===== config.mk =====
export PLATFORM = sky130hd
export DESIGN_NAME = imu_frame_receiver_tilt_monitor
export DESIGN_NICKNAME = d
export VERILOG_FILES = /design/src/rtl/ifr_pkg.sv /design/src/rtl/ifr_cell.sv /design/src/rtl/ifr_cfg.sv /design/src/rtl/imu_frame_receiver_tilt_monitor.sv
export SDC_FILE = /design/constraint.sdc
export NUM_CORES = 1
export LEC_CHECK = 0
export ABC_AREA = 1
export BUFFER_PORTS_ARGS = -buffer_cell sky130_fd_sc_hd__buf_2
export CELL_PAD_IN_SITES_DETAIL_PLACEMENT = 1
export CELL_PAD_IN_SITES_GLOBAL_PLACEMENT = 1
export CORE_UTILIZATION = 39
export CTS_BUF_LIST = sky130_fd_sc_hd__clkbuf_4 sky130_fd_sc_hd__clkbuf_8 sky130_fd_sc_hd__clkbuf_16
export DETAILED_ROUTE_END_ITERATION = 7
export PLACE_DENSITY_LB_ADDON = 0.2
export SLEW_MARGIN = 0
export SYNTH_ARGS = -nofsm -noshare
export SYNTH_HDL_FRONTEND = slang
export SYNTH_SLANG_ARGS = --single-unit

===== constraint.sdc =====
create_clock -name clk_i -period 2.4 [get_ports clk_i]
set_clock_uncertainty 0.1 [all_clocks]
set_input_delay 0.24 -clock clk_i [delete_from_list [all_inputs] [get_ports clk_i]]
set_output_delay 0.24 -clock clk_i [all_outputs]
set_load 0.01 [all_outputs]

===== src/rtl/ifr_pkg.sv =====
// Shared types and constants for the IMU frame receiver and tilt monitor.
package ifr_pkg;

  localparam int unsigned BYTE_W        = 8;
  localparam int unsigned WORD_W        = 16;
  localparam int unsigned TICK_W        = 32;
  localparam int unsigned FRAME_LEN_DEF = 7;

  // Byte positions inside a frame
  localparam int unsigned HDR_POS   = 0;
  localparam int unsigned YAW_POS   = 1;
  localparam int unsigned ROLL_POS  = 3;
  localparam int unsigned ACCEL_POS = 5;

  // Config register file
  localparam int unsigned PADDR_W = 4;
  localparam int unsigned PDATA_W = 32;

  localparam logic [BYTE_W-1:0] SYNC_MASK_RST    = 8'hFC;
  localparam logic [BYTE_W-1:0] SYNC_PATTERN_RST = 8'h78;
  localparam logic [WORD_W-1:0] RAMP_LIMIT_RST   = 16'd17;
  localparam logic [TICK_W-1:0] STABLE_TIME_RST  = 32'd2000;

  typedef enum logic [1:0] {
    REG_SYNC_MASK    = 2'd0,
    REG_SYNC_PATTERN = 2'd1,
    REG_RAMP_LIMIT   = 2'd2,
    REG_STABLE_TIME  = 2'd3
  } cfg_reg_e;

  typedef struct packed {
    logic [BYTE_W-1:0] sync_mask;
    logic [BYTE_W-1:0] sync_pattern;
    logic [WORD_W-1:0] ramp_limit;
    logic [TICK_W-1:0] stable_time;
  } cfg_t;

  // Per-cycle control broadcast to the byte cells
  typedef struct packed {
    logic shift;   // accepted byte moves one cell along
    logic latch;   // frame complete: every cell captures its input
  } cell_ctrl_t;

endpackage


===== src/rtl/ifr_cell.sv =====
// One byte cell of the frame chain: assembly stage plus latched copy.
module ifr_cell (
  input  logic                       clk_i,
  input  logic                       rst_ni,
  input  ifr_pkg::cell_ctrl_t        ctrl_i,
  input  logic [ifr_pkg::BYTE_W-1:0] din_i,
  output logic [ifr_pkg::BYTE_W-1:0] sh_o,
  output logic [ifr_pkg::BYTE_W-1:0] lt_o,
  output logic                       diff_o
);
  import ifr_pkg::*;

  logic [BYTE_W-1:0] sh_q, sh_d;
  logic [BYTE_W-1:0] lt_q, lt_d;

  always_comb begin
    sh_d = ctrl_i.shift ? din_i : sh_q;
    lt_d = ctrl_i.latch ? din_i : lt_q;
  end

  // assembly stage holds no reset: each position is written before a latch
  always_ff @(posedge clk_i) begin
    sh_q <= sh_d;
  end

  always_ff @(posedge clk_i or negedge rst_ni) begin
    if (!rst_ni) begin
      lt_q <= '0;
    end else begin
      lt_q <= lt_d;
    end
  end

  assign sh_o   = sh_q;
  assign lt_o   = lt_q;
  // incoming frame byte differs from the one held
  assign diff_o = (din_i != lt_q);

endmodule


===== src/rtl/ifr_cfg.sv =====
// APB-style configuration registers for the frame receiver.
module ifr_cfg (
  input  logic                        clk_i,
  input  logic                        rst_ni,
  input  logic                        psel,
  input  logic                        penable,
  input  logic                        pwrite,
  input  logic [ifr_pkg::PADDR_W-1:0] paddr,
  input  logic [ifr_pkg::PDATA_W-1:0] pwdata,
  output logic [ifr_pkg::PDATA_W-1:0] prdata,
  output logic                        pready,
  output ifr_pkg::cfg_t               cfg_o
);
  import ifr_pkg::*;

  cfg_t     cfg_q, cfg_d;
  cfg_reg_e reg_sel;
  logic     wr_en;

  assign pready  = 1'b1;
  assign reg_sel = cfg_reg_e'(paddr[PADDR_W-1:2]);
  assign wr_en   = psel & penable & pwrite;

  always_comb begin
    cfg_d = cfg_q;
    if (wr_en) begin
      unique case (reg_sel)
        REG_SYNC_MASK:    cfg_d.sync_mask    = pwdata[BYTE_W-1:0];
        REG_SYNC_PATTERN: cfg_d.sync_pattern = pwdata[BYTE_W-1:0];
        REG_RAMP_LIMIT:   cfg_d.ramp_limit   = pwdata[WORD_W-1:0];
        REG_STABLE_TIME:  cfg_d.stable_time  = pwdata[TICK_W-1:0];
        default:          cfg_d = cfg_q;
      endcase
    end
  end

  always_comb begin
    unique case (reg_sel)
      REG_SYNC_MASK:    prdata = PDATA_W'(cfg_q.sync_mask);
      REG_SYNC_PATTERN: prdata = PDATA_W'(cfg_q.sync_pattern);
      REG_RAMP_LIMIT:   prdata = PDATA_W'(cfg_q.ramp_limit);
      REG_STABLE_TIME:  prdata = PDATA_W'(cfg_q.stable_time);
      default:          prdata = '0;
    endcase
  end

  always_ff @(posedge clk_i or negedge rst_ni) begin
    if (!rst_ni) begin
      cfg_q.sync_mask    <= SYNC_MASK_RST;
      cfg_q.sync_pattern <= SYNC_PATTERN_RST;
      cfg_q.ramp_limit   <= RAMP_LIMIT_RST;
      cfg_q.stable_time  <= STABLE_TIME_RST;
    end else begin
      cfg_q <= cfg_d;
    end
  end

  assign cfg_o = cfg_q;

endmodule


===== src/rtl/imu_frame_receiver_tilt_monitor.sv =====
// Top level of the IMU frame receiver and tilt monitor.
// Each input item is either a serial byte (mode 0) or a time tick (mode 1), and
// every accepted item produces exactly one registered result item, which
// carries the latched yaw, roll and acceleration, the two header contact bits,
// the ramp flag, the calibrated flag and frame_done. A byte whose bits under
// sync_mask equal sync_pattern starts a frame; the following FRAME_LEN-1 bytes
// complete it, whereupon the whole frame is latched at once. Bytes travel down
// a row of FRAME_LEN byte cells, one cell per frame byte; on the last byte
// every cell captures its input into a latched copy and reports whether it
// changed, which clears the stability counter if yaw or roll moved. Items are
// taken one per clock unless stalled: the result sits in a single output stage
// and the input is stalled only while that stage is full and the output is
// stalled, so throughput is one item per cycle while the output flows.
// Configuration is through the APB-style port (registers at byte addresses
// 0, 4, 8, 12: sync_mask, sync_pattern, ramp_limit, stable_time) and must only
// be written while no result is outstanding.
module imu_frame_receiver_tilt_monitor #(
  parameter int unsigned FRAME_LEN = ifr_pkg::FRAME_LEN_DEF  // 7 to 16
) (
  input  logic                        clk_i,
  input  logic                        rst_ni,
  // input item channel
  input  logic                        in_valid_i,
  output logic                        in_stall_o,
  input  logic                        mode_i,
  input  logic [ifr_pkg::BYTE_W-1:0]  rx_byte_i,
  // result item channel
  output logic                        out_valid_o,
  input  logic                        out_stall_i,
  output logic [ifr_pkg::WORD_W-1:0]  yaw_o,
  output logic [ifr_pkg::WORD_W-1:0]  roll_o,
  output logic [ifr_pkg::WORD_W-1:0]  accel_o,
  output logic                        left_contact_o,
  output logic                        right_contact_o,
  output logic                        on_ramp_o,
  output logic                        calibrated_o,
  output logic                        frame_done_o,
  // configuration port
  input  logic                        psel,
  input  logic                        penable,
  input  logic                        pwrite,
  input  logic [ifr_pkg::PADDR_W-1:0] paddr,
  input  logic [ifr_pkg::PDATA_W-1:0] pwdata,
  output logic [ifr_pkg::PDATA_W-1:0] prdata,
  output logic                        pready
);
  import ifr_pkg::*;

  localparam int unsigned IDX_W = $clog2(FRAME_LEN);
  localparam logic [IDX_W-1:0] LAST_IDX = IDX_W'(FRAME_LEN - 1);
  // frame byte j lives in cell FRAME_LEN-1-j
  localparam int unsigned CELL_HDR   = FRAME_LEN - 1 - HDR_POS;
  localparam int unsigned CELL_YAW   = FRAME_LEN - 1 - YAW_POS;
  localparam int unsigned CELL_ROLL  = FRAME_LEN - 1 - ROLL_POS;
  localparam int unsigned CELL_ACCEL = FRAME_LEN - 1 - ACCEL_POS;

  cfg_t       cfg;
  cell_ctrl_t cell_ctrl;

  logic [BYTE_W-1:0] cell_din [FRAME_LEN];
  logic [BYTE_W-1:0] cell_sh  [FRAME_LEN];
  logic [BYTE_W-1:0] cell_lt  [FRAME_LEN];
  logic [FRAME_LEN-1:0] cell_diff;

  logic [IDX_W-1:0]  idx_q, idx_d;
  logic [TICK_W-1:0] ticks_q, ticks_d;
  logic              out_valid_q, out_valid_d;
  logic              done_q, done_d;

  logic in_acc, byte_acc, tick_acc, sync_hit, hunting, yaw_roll_moved;

  // ---------------------------------------------------------------------------
  // Configuration registers
  // ---------------------------------------------------------------------------
  ifr_cfg u_cfg (
    .clk_i   (clk_i),
    .rst_ni  (rst_ni),
    .psel    (psel),
    .penable (penable),
    .pwrite  (pwrite),
    .paddr   (paddr),
    .pwdata  (pwdata),
    .prdata  (prdata),
    .pready  (pready),
    .cfg_o   (cfg)
  );

  // ---------------------------------------------------------------------------
  // Handshake: the output stage parts the two sides
  // ---------------------------------------------------------------------------
  assign in_stall_o = out_valid_q & out_stall_i;
  assign in_acc     = in_valid_i & ~in_stall_o;
  assign byte_acc   = in_acc & ~mode_i;
  assign tick_acc   = in_acc & mode_i;

  // ---------------------------------------------------------------------------
  // Frame sequencing
  // ---------------------------------------------------------------------------
  assign hunting   = (idx_q == '0);
  assign sync_hit  = ((rx_byte_i & cfg.sync_mask) == cfg.sync_pattern);

  always_comb begin
    cell_ctrl.shift = byte_acc & (~hunting | sync_hit);
    cell_ctrl.latch = byte_acc & (idx_q == LAST_IDX);
  end

  always_comb begin
    idx_d = idx_q;
    if (cell_ctrl.latch) begin
      idx_d = '0;
    end else if (cell_ctrl.shift) begin
      idx_d = idx_q + 1'b1;
    end
  end

  // ---------------------------------------------------------------------------
  // Chain of byte cells; cell 0 takes the incoming byte
  // ---------------------------------------------------------------------------
  for (genvar k = 0; k < FRAME_LEN; k++) begin : g_cell
    if (k == 0) begin : g_head
      assign cell_din[k] = rx_byte_i;
    end else begin : g_link
      assign cell_din[k] = cell_sh[k-1];
    end

    ifr_cell u_cell (
      .clk_i  (clk_i),
      .rst_ni (rst_ni),
      .ctrl_i (cell_ctrl),
      .din_i  (cell_din[k]),
      .sh_o   (cell_sh[k]),
      .lt_o   (cell_lt[k]),
      .diff_o (cell_diff[k])
    );
  end

  // yaw and roll occupy frame bytes 1 to 4, i.e. four adjacent cells
  assign yaw_roll_moved = |cell_diff[CELL_YAW:CELL_ROLL-1];

  // ---------------------------------------------------------------------------
  // Stability counter: saturating tick count, cleared on yaw/roll change
  // ---------------------------------------------------------------------------
  always_comb begin
    ticks_d = ticks_q;
    if (tick_acc && (ticks_q != '1)) begin
      ticks_d = ticks_q + 1'b1;
    end else if (cell_ctrl.latch && yaw_roll_moved) begin
      ticks_d = '0;
    end
  end

  // ---------------------------------------------------------------------------
  // Output stage
  // ---------------------------------------------------------------------------
  always_comb begin
    out_valid_d = out_valid_q;
    done_d      = done_q;
    if (in_acc) begin
      out_valid_d = 1'b1;
      done_d      = cell_ctrl.latch;
    end else if (!out_stall_i) begin
      out_valid_d = 1'b0;
    end
  end

  always_ff @(posedge clk_i or negedge rst_ni) begin
    if (!rst_ni) begin
      idx_q       <= '0;
      ticks_q     <= '0;
      out_valid_q <= 1'b0;
      done_q      <= 1'b0;
    end else begin
      idx_q       <= idx_d;
      ticks_q     <= ticks_d;
      out_valid_q <= out_valid_d;
      done_q      <= done_d;
    end
  end

  // State only moves on an accepted item, so the result fields read straight
  // from the latched cells and hold while the output is stalled.
  assign yaw_o           = {cell_lt[CELL_YAW],   cell_lt[CELL_YAW-1]};
  assign roll_o          = {cell_lt[CELL_ROLL],  cell_lt[CELL_ROLL-1]};
  assign accel_o         = {cell_lt[CELL_ACCEL], cell_lt[CELL_ACCEL-1]};
  assign left_contact_o  = cell_lt[CELL_HDR][0];
  assign right_contact_o = cell_lt[CELL_HDR][1];
  assign on_ramp_o       = (roll_o > cfg.ramp_limit);
  assign calibrated_o    = (ticks_q > cfg.stable_time);
  assign frame_done_o    = done_q;
  assign out_valid_o     = out_valid_q;

  // ---------------------------------------------------------------------------
  // Assertions
  // ---------------------------------------------------------------------------
  a_idx_range: assert property (@(posedge clk_i) disable iff (!rst_ni)
    idx_q <= LAST_IDX)
    else $error("frame position beyond frame length");

  a_latch_rewinds: assert property (@(posedge clk_i) disable iff (!rst_ni)
    cell_ctrl.latch |=> (idx_q == '0) && frame_done_o && out_valid_o)
    else $error("completed frame did not rewind and flag done");

  a_done_hunting: assert property (@(posedge clk_i) disable iff (!rst_ni)
    (out_valid_o && frame_done_o) |-> (idx_q == '0))
    else $error("frame done reported while still assembling");

  a_tick_counts: assert property (@(posedge clk_i) disable iff (!rst_ni)
    (tick_acc && (ticks_q != '1)) |=> (ticks_q == $past(ticks_q) + 1'b1))
    else $error("tick not counted");

  a_tick_keeps_frame: assert property (@(posedge clk_i) disable iff (!rst_ni)
    tick_acc |=> $stable(idx_q) && !frame_done_o)
    else $error("tick disturbed frame assembly");

endmodule


==> flow_summary.json <==
{
  "area_growth_pct": 28.35,
  "min_path_type": "input pin to register",
  "synthArstFlopShare_pct": 78.24,
  "ys_types": 38,
  "synth_top_family_by_area": "simple AND/OR/NAND/NOR gates",
  "drc": 0,
  "crit_buf_inv": 2,
  "period_share_pct": 101.3,
  "syn-num-nets": 1290,
  "rsz0062_at_grt": "yes",
  "die_area_um2": 26070,
  "clkPwrFrac_pct": 28.6,
  "root_buffer": "clkbuf_16",
  "ys_seq_elements": 193,
  "wl_per_cell_um": 17.28,
  "routed_wl_um": 30040,
  "cts_made_buffers": 17,
  "crit_type": "register to primary output",
  "hold_viol": 0,
  "path_delay_family": "simple AND/OR/NAND/NOR gates",
  "start_kind": "register",
  "critical_path_arrival_ns": 2.09,
  "cts_sinks": 193,
  "seqPwrFrac_pct": 43.1,
  "antenna_found_initial": 0,
  "status": "finished with violations",
  "max-vdd-ir-drop_mv": 0.3789,
  "dpl.hpwl_um": 21140,
  "synth_top_area_share_pct": 33.56,
  "avgSynthCellArea_um2": 8.361,
  "place.gp.congestion": 0.8790,
  "finalNonFillerCells": 1738,
  "reg2reg_slack_ns": 0.15,
  "holdPathEnd": "g_cell[0].u_cell.sh_o[7]",
  "grtUsageTotal_pct": 23.69,
  "finalWorstSetupSlack_ns": -0.03167,
  "switchingPower_w": 0.003896,
  "rr_startpoint": "u_cfg.cfg_o[61]",
  "worst_pin_slew_ns": 0.5596,
  "path_clk_slew_ns": 0.08,
  "critical-path-slowest-cell": "dfrtp_1",
  "grt_max_degree": 65,
  "synth-xor-area-share_pct": 3.975,
  "cellPowerDensity_nw_per_um2": 852.4,
  "netlist_instances": 1186,
  "synth_common_cells": "nand2_1 (416), dfrtp_1 (133), inv_1 (119)",
  "num_rows": 57,
  "synth_adder_area_share_pct": 6.562,
  "grt_pass1_wl_um": 47870,
  "die_y_um": 161.5,
  "yosysMostFrequentCell": "nand2_1",
  "cts_buffer_depth": 2,
  "pwr-share-comb_pct": 28.3,
  "netlist_area_um2": 9916,
  "violations": "negative setup slack",
  "required_ns": 2.06,
  "ys_dominant_reg_cell": "dfrtp_1",
  "clk_latency_ns": 0.45,
  "p_total_w": 0.01085,
  "grt-ovfl-total": 0,
  "rr_endpoint": "g_cell[1].u_cell.sh_o[7]",
  "holdPathStages": 1,
  "diodes": 0,
  "p_leak_nw": 6.256,
  "die_w_um": 161.5,
  "cpMostUsedCell": "nand2_2",
  "hold_path_startpoint": "rx_byte_i[7]",
  "worstSetupEndpointType": "primary output",
  "pre_cts_ws_ns": 0.09761,
  "nets": 1505,
  "io_pins": 140,
  "place_inst": 1633,
  "cts_tree": "built",
  "h-tree-depth": 4,
  "ant_nets": 0,
  "ys.warnings.count": 0,
  "floorplan.initialDensity_pct": 40.30,
  "vias": 8675,
  "fin_crit_ns": 2.432,
  "grt_pass1_vias": 9210,
  "synth-edff-count": 42,
  "setup.worst_path.start": "ticks_q[28]",
  "synth_compound_area_share_pct": 7.356,
  "core_area_um2": 24600,
  "synth.yosys.seq_area_share_pct": 51.05,
  "setup-violations-final": 1,
  "synthMuxAreaShare_pct": 0,
  "path_max_fanout": 2,
  "drive_gt1_share_pct": 23.20,
  "synth_area_leaders": "dfrtp_1 (34%), nand2_1 (16%), edfxtp_1 (13%), ha_1 (6.6%), dfstp_2 (4.8%)",
  "first_pass_iters": 4,
  "io_buffers": 136,
  "p_int_w": 0.006954,
  "vias_per_cell": 4.991,
  "drtIter0Drc": 388,
  "max_cap_viol_count": 0,
  "yosysTopAreaCell": "dfrtp_1",
  "crit_chain": "ha_1 > nand2_2 > nor2_4 > nand2_2 > nor3b_2 > buf_4 > and3_4 > a21oi_2 > buf_2",
  "synthSimpleGateAreaFrac_pct": 24.69,
  "swShare_pct": 35.91,
  "slowest_delay_ns": 0.42,
  "clock.fmax_mhz": 411.2,
  "relSlewSlack_pct": 62.64,
  "drv_slew": 0,
  "r2r_cells": 9
}
layout make-up:
cell class	count	area, um^2
clock buffer	17	425.4
clock inverter	15	227.7
fill	2961	11880
inverter	127	488.0
multi-input combinational	832	4499
sequential	193	5079
tap	324	405.4
timing repair buffer	230	1603
layer usage:
metal | part of all wire (%) | vias up | GRT usage (%)
met5 | 0 | - | 0
met4 | 1.8 | 0 | 8.190
met3 | 4.1 | 29 | 4.083
met2 | 50 | 187 | 41.07
met1 | 44 | 4231 | 29.72
li1 | - | 4228 | -
registers in the layout, summed over array words and instances, names as in the netlist:
register            flops
u_cfg.cfg_o            64
g_cell.u_cell.lt_o     50
g_cell.u_cell.sh_o     42
ticks_q                32
idx_q                   3
frame_done_o            1
out_valid_o             1
kinds of logic after synthesis:
logic type / Yosys count
buffers and inverters: 161
AND/OR/NAND/NOR: 599
XOR/XNOR: 45
adder cells (fa/ha/maj): 52
AO/OA/AOI/OAI: 135
other: 1
flip-flops: 193
metrics by stage:
stage / TNS (ns) / hold slack (ns) / utilization (%) / instance area (um^2)
2_1_floorplan: 0 / -0.1556 / - / 9920
3_3_place_gp: 0 / 0.1072 / 45.19 / 11120
3_5_place_dp: 0 / 0.1044 / 45.19 / 11120
4_1_cts: -0.05602 / 0.004978 / 50.34 / 12390
5_1_grt: -0.1426 / 0.01816 / 51.73 / 12730
6_report: -0.03167 / 0.01237 / 51.73 / 12730
repair_timing:
| action | CTS | global route |
|---|---|---|
| pin swaps | 11 | 22 |
| cloned | 0 | 1 |
| gates resized for setup | 25 | 49 |
| setup buffers | 13 | 17 |
| hold buffers | 42 | 0 |
| endpoints found under the setup margin | 2 | 46 |
| hold endpoints to repair | 93 | 0 |
layout by cell type (no fill, tap or decap), drive strengths merged, types with 2 or more instances in the layout:
cell,netlist,routed
nor4,2,2
o21ai,80,80
dlygate4sd3,0,42
nand3,65,65
clkinv,1,8
xor2,14,14
ha,52,52
nor2,84,84
o21bai,2,2
or2,3,3
dfstp,18,18
o211ai,3,3
nor3,11,11
o22ai,9,9
inv,126,132
xnor2,31,31
dfrtp,133,133
nand4,10,10
o2111ai,7,7
edfxtp,42,42
a21oi,32,32
and3,2,2
clkbuf,28,18
nand2,421,421
buf,6,187
worst max-delay path by stage:
stage | endpoint | slack, ns | cells after the start
2_1_floorplan | g_cell[0].u_cell.sh_o[0] | 0.04 | 8
3_3_place_gp | g_cell[0].u_cell.sh_o[3] | 0.21 | 9
3_5_place_dp | g_cell[0].u_cell.sh_o[3] | 0.1 | 9
4_1_cts | calibrated_o | -0.06 | 9
5_1_grt | calibrated_o | -0.13 | 10
6_report | calibrated_o | -0.03 | 9
power groups by stage:
stage | combinational (W) | sequential [W] | clock [W]
after floorplan | 0.00151 | 0.00473 | 0
after global placement | 0.00255 | 0.00470 | 0
after detailed placement | 0.00269 | 0.00473 | 0
after CTS | 0.00287 | 0.00467 | 0.00317
after global routing | 0.00348 | 0.00477 | 0.00326
final | 0.00307 | 0.00468 | 0.00310
Power figures use the tool's default switching activity.
